$ cat src/lz77_hash_chain_table_top_defines.svh
// Assertion helpers for the hash chain table.
`ifndef LZ77_HASH_CHAIN_TABLE_TOP_DEFINES_SVH
`define LZ77_HASH_CHAIN_TABLE_TOP_DEFINES_SVH

// Same-cycle implication, checked outside reset.
`define LZ77HC_ASSERT_NOW(label, clk, rst, ante, cons, msg) \
   label: assert property (@(posedge clk) disable iff (rst) (ante) |-> (cons)) \
      else $error(msg);

// Next-cycle implication, checked outside reset.
`define LZ77HC_ASSERT_NEXT(label, clk, rst, ante, cons, msg) \
   label: assert property (@(posedge clk) disable iff (rst) (ante) |=> (cons)) \
      else $error(msg);

`endif

$ cat src/lz77hc_pkg.sv
`default_nettype none
package lz77hc_pkg;

   localparam int HASH_W         = 15;
   localparam int WINDOW_SIZE    = 32768;
   localparam int SHORTEST_MATCH = 3;
   localparam int POS_W          = 16;
   localparam int OP_W           = 2;
   localparam int HASH_OUT_W     = 15;
   localparam int WIN_W          = $clog2(WINDOW_SIZE);
   localparam int HASH_DEPTH     = 1 << HASH_W;
   localparam int HASH_SHIFT     = (HASH_W + SHORTEST_MATCH - 1) / SHORTEST_MATCH;
   // sweep covers the larger of the two tables
   localparam int SWEEP_W        = (HASH_W > WIN_W) ? HASH_W : WIN_W;

   typedef enum logic [OP_W-1:0] {
      OP_INSERT = 2'd0,
      OP_FOLLOW = 2'd1,
      OP_SLIDE  = 2'd2
   } op_type;

   typedef struct packed {
      logic               st_clear;
      logic               st_idle;
      logic               st_exec;
      logic               sweep_wr;
      logic [SWEEP_W-1:0] idx;
      logic [SWEEP_W-1:0] sweep_addr;
   } ctl_type;

   // entry - WINDOW_SIZE, or 0 when the entry falls out of the window
   function automatic logic [POS_W-1:0] slide_entry(input logic [POS_W-1:0] v);
      logic [POS_W:0] d;
      d = {1'b0, v} - (POS_W+1)'(WINDOW_SIZE);
      return d[POS_W] ? '0 : d[POS_W-1:0];
   endfunction

endpackage
`default_nettype wire

$ cat src/lz77hc_seq.sv
`default_nettype none
module lz77hc_seq (
   input  wire logic                          clock,
   input  wire logic                          reset,
   input  wire logic                          req_valid,
   input  wire logic [lz77hc_pkg::OP_W-1:0]   req_op,
   input  wire logic                          out_free,
   output lz77hc_pkg::ctl_type                ctl
);

   typedef enum logic [4:0] {
      ST_CLEAR = 5'b00001,
      ST_IDLE  = 5'b00010,
      ST_EXEC  = 5'b00100,
      ST_SLIDE = 5'b01000,
      ST_FLUSH = 5'b10000
   } state_type;

   state_type                          state_ff, state_in;
   logic [lz77hc_pkg::SWEEP_W-1:0]     idx_ff, idx_in;
   logic [lz77hc_pkg::SWEEP_W-1:0]     sweep_addr_ff;
   logic                               sweep_wr_ff;

   always_comb begin
      state_in = state_ff;
      idx_in   = idx_ff;
      case (state_ff)
         ST_CLEAR: begin
            idx_in = lz77hc_pkg::SWEEP_W'(idx_ff + 1'b1);
            if (idx_ff == '1) begin
               state_in = ST_IDLE;
            end
         end
         ST_IDLE: begin
            if (req_valid) begin
               if (req_op == lz77hc_pkg::OP_SLIDE) begin
                  state_in = ST_SLIDE;
                  idx_in   = '0;
               end else begin
                  state_in = ST_EXEC;
               end
            end
         end
         ST_EXEC: begin
            if (out_free) begin
               state_in = ST_IDLE;
            end
         end
         ST_SLIDE: begin
            idx_in = lz77hc_pkg::SWEEP_W'(idx_ff + 1'b1);
            if (idx_ff == '1) begin
               state_in = ST_FLUSH;
            end
         end
         ST_FLUSH: begin
            // last write-back of the sweep happens here
            state_in = ST_EXEC;
         end
         default: begin
            state_in = ST_IDLE;
         end
      endcase
   end

   always_ff @(posedge clock) begin
      if (reset) begin
         state_ff    <= ST_CLEAR;
         idx_ff      <= '0;
         sweep_wr_ff <= 1'b0;
      end else begin
         state_ff    <= state_in;
         idx_ff      <= idx_in;
         sweep_wr_ff <= (state_ff == ST_SLIDE);
      end
   end

   // write-back address trails the read address by the RAM latency
   always_ff @(posedge clock) begin
      sweep_addr_ff <= idx_ff;
   end

   always_comb begin
      ctl.st_clear   = (state_ff == ST_CLEAR);
      ctl.st_idle    = (state_ff == ST_IDLE);
      ctl.st_exec    = (state_ff == ST_EXEC);
      ctl.sweep_wr   = sweep_wr_ff;
      ctl.idx        = idx_ff;
      ctl.sweep_addr = sweep_addr_ff;
   end

endmodule
`default_nettype wire

$ cat config.mk
export PLATFORM = sky130hd
export DESIGN_NAME = lz77hc_seq
export DESIGN_NICKNAME = d
export VERILOG_FILES = /design/src/lz77_hash_chain_table_top_defines.svh /design/src/lz77hc_pkg.sv /design/src/lz77hc_seq.sv
export SDC_FILE = /design/constraint.sdc
export NUM_CORES = 1
export LEC_CHECK = 0
export ABC_AREA = 1
export BUFFER_PORTS_ARGS = -buffer_cell sky130_fd_sc_hd__buf_2
export CAP_MARGIN = 10
export CELL_PAD_IN_SITES_DETAIL_PLACEMENT = 0
export CELL_PAD_IN_SITES_GLOBAL_PLACEMENT = 2
export CORE_MARGIN = 10
export CORE_UTILIZATION = 32
export CTS_CLUSTER_DIAMETER = 150
export DETAILED_ROUTE_END_ITERATION = 10
export PLACE_DENSITY = 0.83
export RECOVER_POWER = 50
export SYNTH_ARGS = -nofsm -noshare
export SYNTH_HDL_FRONTEND = slang
export SYNTH_SLANG_ARGS = --single-unit
$ cat constraint.sdc
create_clock -name clock -period 4.33 [get_ports clock]
set_clock_uncertainty 0.05 [all_clocks]
set_input_delay 0.6495 -clock clock [delete_from_list [all_inputs] [get_ports clock]]
set_output_delay 0.6495 -clock clock [all_outputs]
set_load 0.005 [all_outputs]
==> results.ini <==
[setup_path]
critPathBufInv = 1
rr_worst_depth = 6
crit_arrival_ps = 1200
critPathTopFamily = simple AND/OR/NAND/NOR gates
timing.critical_path.from_type = flip-flop
max_stage_delay_ps = 370
reg2reg_to = state_ff[1]
crit_type = flip-flop to output pin
r2r_start = state_ff[0]
worstSetupPathDepth = 4
critPathCaptureType = output pin
cpMaxStageDelayCell = sky130_fd_sc_hd__dfxtp_1
cp_cell_sequence = nor2_4 > nand2_4 > nor2_2 > buf_2
rrSetupSlack_ps = 2670
critPathMaxFanout = 5
cp_required_ps = 3630

[logic_synthesis]
synth_enable_flop_cells = 0
yosysMostFrequentCell = sky130_fd_sc_hd__nand2_1
ys.warnings.count = 0
synth_flop_cell = sky130_fd_sc_hd__dfxtp_1
synth_cells = 203
yosys.area_share.simple = 0.355
average_cell_area_after_synthesis_um2 = 8.08
post_synth_mux_area_share = 0
synth_top_cells_by_count = sky130_fd_sc_hd__nand2_1 (46), sky130_fd_sc_hd__dfxtp_1 (36), sky130_fd_sc_hd__nand3_1 (19), sky130_fd_sc_hd__inv_1 (18)
synth.largest_area_cell = sky130_fd_sc_hd__dfxtp_1
ys_types = 26
synth_top_cell_area_share = 0.439
syn-cell-area_um2 = 1640
post_synth_main_area_contributors = sky130_fd_sc_hd__dfxtp_1 (44%), sky130_fd_sc_hd__nand2_1 (11%), sky130_fd_sc_hd__nand3_1 (5.8%)
dominant_combinational_cell_family_by_area_after_synthesis = simple AND/OR/NAND/NOR gates
synthAdderAreaFrac = 0.00763
share_of_the_synthesized_area_in_compound_gates_ao_oa_aoi_oai = 0.0938
synth.ff_latch_count = 36
asyncSetResetFlopFracSynth = 0
synth_seq_area_share = 0.439
synth_nets = 210
synth_xor_xnor_area_share = 0.0320

[route]
drcViolationCount = 0
drt-met1-wl_mm = 1.94
detail_route.vias_per_cell = 4.46
wl_mm = 3.97
drt_first_iter_violations = 53
wl_per_cell_um = 12.7
num_vias = 1396
detailedRoute.firstPassIterationCount = 4
route.met3.wl_um = 302
met2_wirelength_mm = 1.66
route.antenna.remaining_nets = 0
dr.max_layer_used = met4

[power]
vdd_ir_drop_max_v = 0.000184
cellPowerDensity_nw_per_um2 = 488
fin_total_pwr_mw = 0.953
power_leakage_nw = 0.802

[min_path]
hold_path_class = flip-flop to flip-flop
worstHoldPathCells = 0
min_delay_worst_endpoint = sweep_addr_ff[14]
timing.hold.worst.start = idx_ff[14]

[layout]
area_delta_synth_final_pct = 19.0
layout.filler_cells = 541
seqCellArea_um2 = 721
multi_input_comb_area_um2 = 802
insertedDiodeCount = 0
finalNetCount = 252
drive_gt1_frac = 0.276

[clock_tree]
clock_tree_from_tritoncts = built
tritoncts.num_buffers = 5
clkSlewWorstSetupHoldPaths_ps = 70
cts.htree.levels = 2
cts_resized = 0
hold_buffers = 0
ctsLongestPathBuffers = 2
cts_setup_buffers = 0
clock_sink_count = 36
clock_latency_ps = 290
clock-root-buffer = sky130_fd_sc_hd__clkbuf_8

[die]
fp.dieArea_um2 = 8390
std_cell_rows = 25
coreArea_um2 = 4850
die_w_um = 91.6
top_level_ports = 40
floorplan.initialDensity = 0.338
chipHeight_um = 91.6

[timing]
rsz0062_at_grt = no
timing_hold_violations_final = 0
setup-violations-final = 0
tightestPinTransition_ps = 1020
pins_over_their_slew_limit = 0
final.min_clock_period_ps = 1900
finalCritPeriodShare = 0.439
fmax_mhz = 527
max-slew-margin-rel = 0.318
totalNegativeSetupSlack_ps = 0

[run_status]
outcome = complete, no violations

[placed_design]
place_congestion = 0.784
post-dp-hpwl_mm = 2.93
port_buffers = 39

[grt]
globalRouteTotalUtil = 0.0957
number_of_global_route_vias_before_repair = 1370
first_pass_grt_wire_length_mm = 6.56
grt_overflow_total = 0
grt_start_max_net_pins = 16
grt_antenna_before_repair = 0

[run]
maxCapViolations = 0

[worst register-to-register path: stages (launching register included)]
cell and delay [ps]:
sky130_fd_sc_hd__dfxtp_1 370, sky130_fd_sc_hd__nor2_4 170, sky130_fd_sc_hd__nand4_2 120, sky130_fd_sc_hd__nand2_1 400, sky130_fd_sc_hd__nand2_1 220, sky130_fd_sc_hd__a21oi_1 170
sky130_fd_sc_hd__nor2_1 60
[cell families after synthesis]
family / count (synthesis)
and+or+nand+nor: 113
DFF: 36
buffers and inverters: 25
AOI/OAI and AO/OA: 22
xor gates and xnor gates: 6
adders and majority gates: 1
[placed cells by master (no fill, tap or decap), drive strengths merged, types with 2 or more instances in the layout]
| cell | netlist | layout |
|---|---|---|
| nand2 | 59 | 59 |
| dfxtp | 36 | 36 |
| buf | 3 | 24 |
| clkbuf | 1 | 23 |
| nor2 | 22 | 22 |
| inv | 20 | 20 |
| nand3 | 19 | 19 |
| a21oi | 17 | 17 |
| nand4 | 11 | 11 |
| xor2 | 4 | 4 |
| o21ai | 4 | 4 |
| nor3 | 2 | 2 |
| xnor2 | 2 | 2 |
[flip-flops by register name, indices dropped and copies added (netlist names)]
signal / cells
sweep_addr_ff: 15
sweep_wr_ff: 1
idx_ff: 15
state_ff: 5
[how the worst max path moves through the flow]
| stage | from | end | slack, ps |
|---|---|---|---|
| after floorplan | req_op[0] | idx_ff[2] | 2900 |
| after global placement | req_op[0] | idx_ff[9] | 2650 |
| after detailed placement | req_op[0] | idx_ff[9] | 2640 |
| after CTS | state_ff[3] | ctl[33] | 2410 |
| after global routing | state_ff[3] | ctl[33] | 2320 |
| final | state_ff[3] | ctl[33] | 2430 |
[power breakdown]
| group | internal (mW) | switching [mW] |
|---|---|---|
| clock network | 0.130 | 0.116 |
| registers | 0.362 | 0.0390 |
| logic | 0.0948 | 0.211 |
[metrics by stage]
stage	util	instance area, um^2	worst slack (ps)	hold slack, ps	instances
after detailed placement	0.388	1880	2640	325	305
after CTS	0.406	1970	2410	331	313
after global placement	0.388	1880	2650	322	305
final	0.403	1950	2430	335	313
after floorplan	-	1640	2900	329	203
after global routing	0.403	1950	2320	357	313
[area by class of cell]
| type | instances | share of cell area |
|---|---|---|
| inverters | 21 | 0.0404 |
| multi-input cells | 142 | 0.411 |
| repair buffers | 39 | 0.0904 |
| well taps | 67 | 0.0429 |
| flip-flops and latches | 36 | 0.369 |
| clock buffers | 8 | 0.0462 |
[per-layer routing]
| layer | track usage | up-vias |
|---|---|---|
| li1 | - | 738 |
| met1 | 0.119 | 617 |
| met2 | 0.137 | 33 |
| met3 | 0.0436 | 8 |
| met4 | 0.0431 | 0 |
| met5 | 0 | - |
No activity file was read; power rests on OpenSTA's default activity.
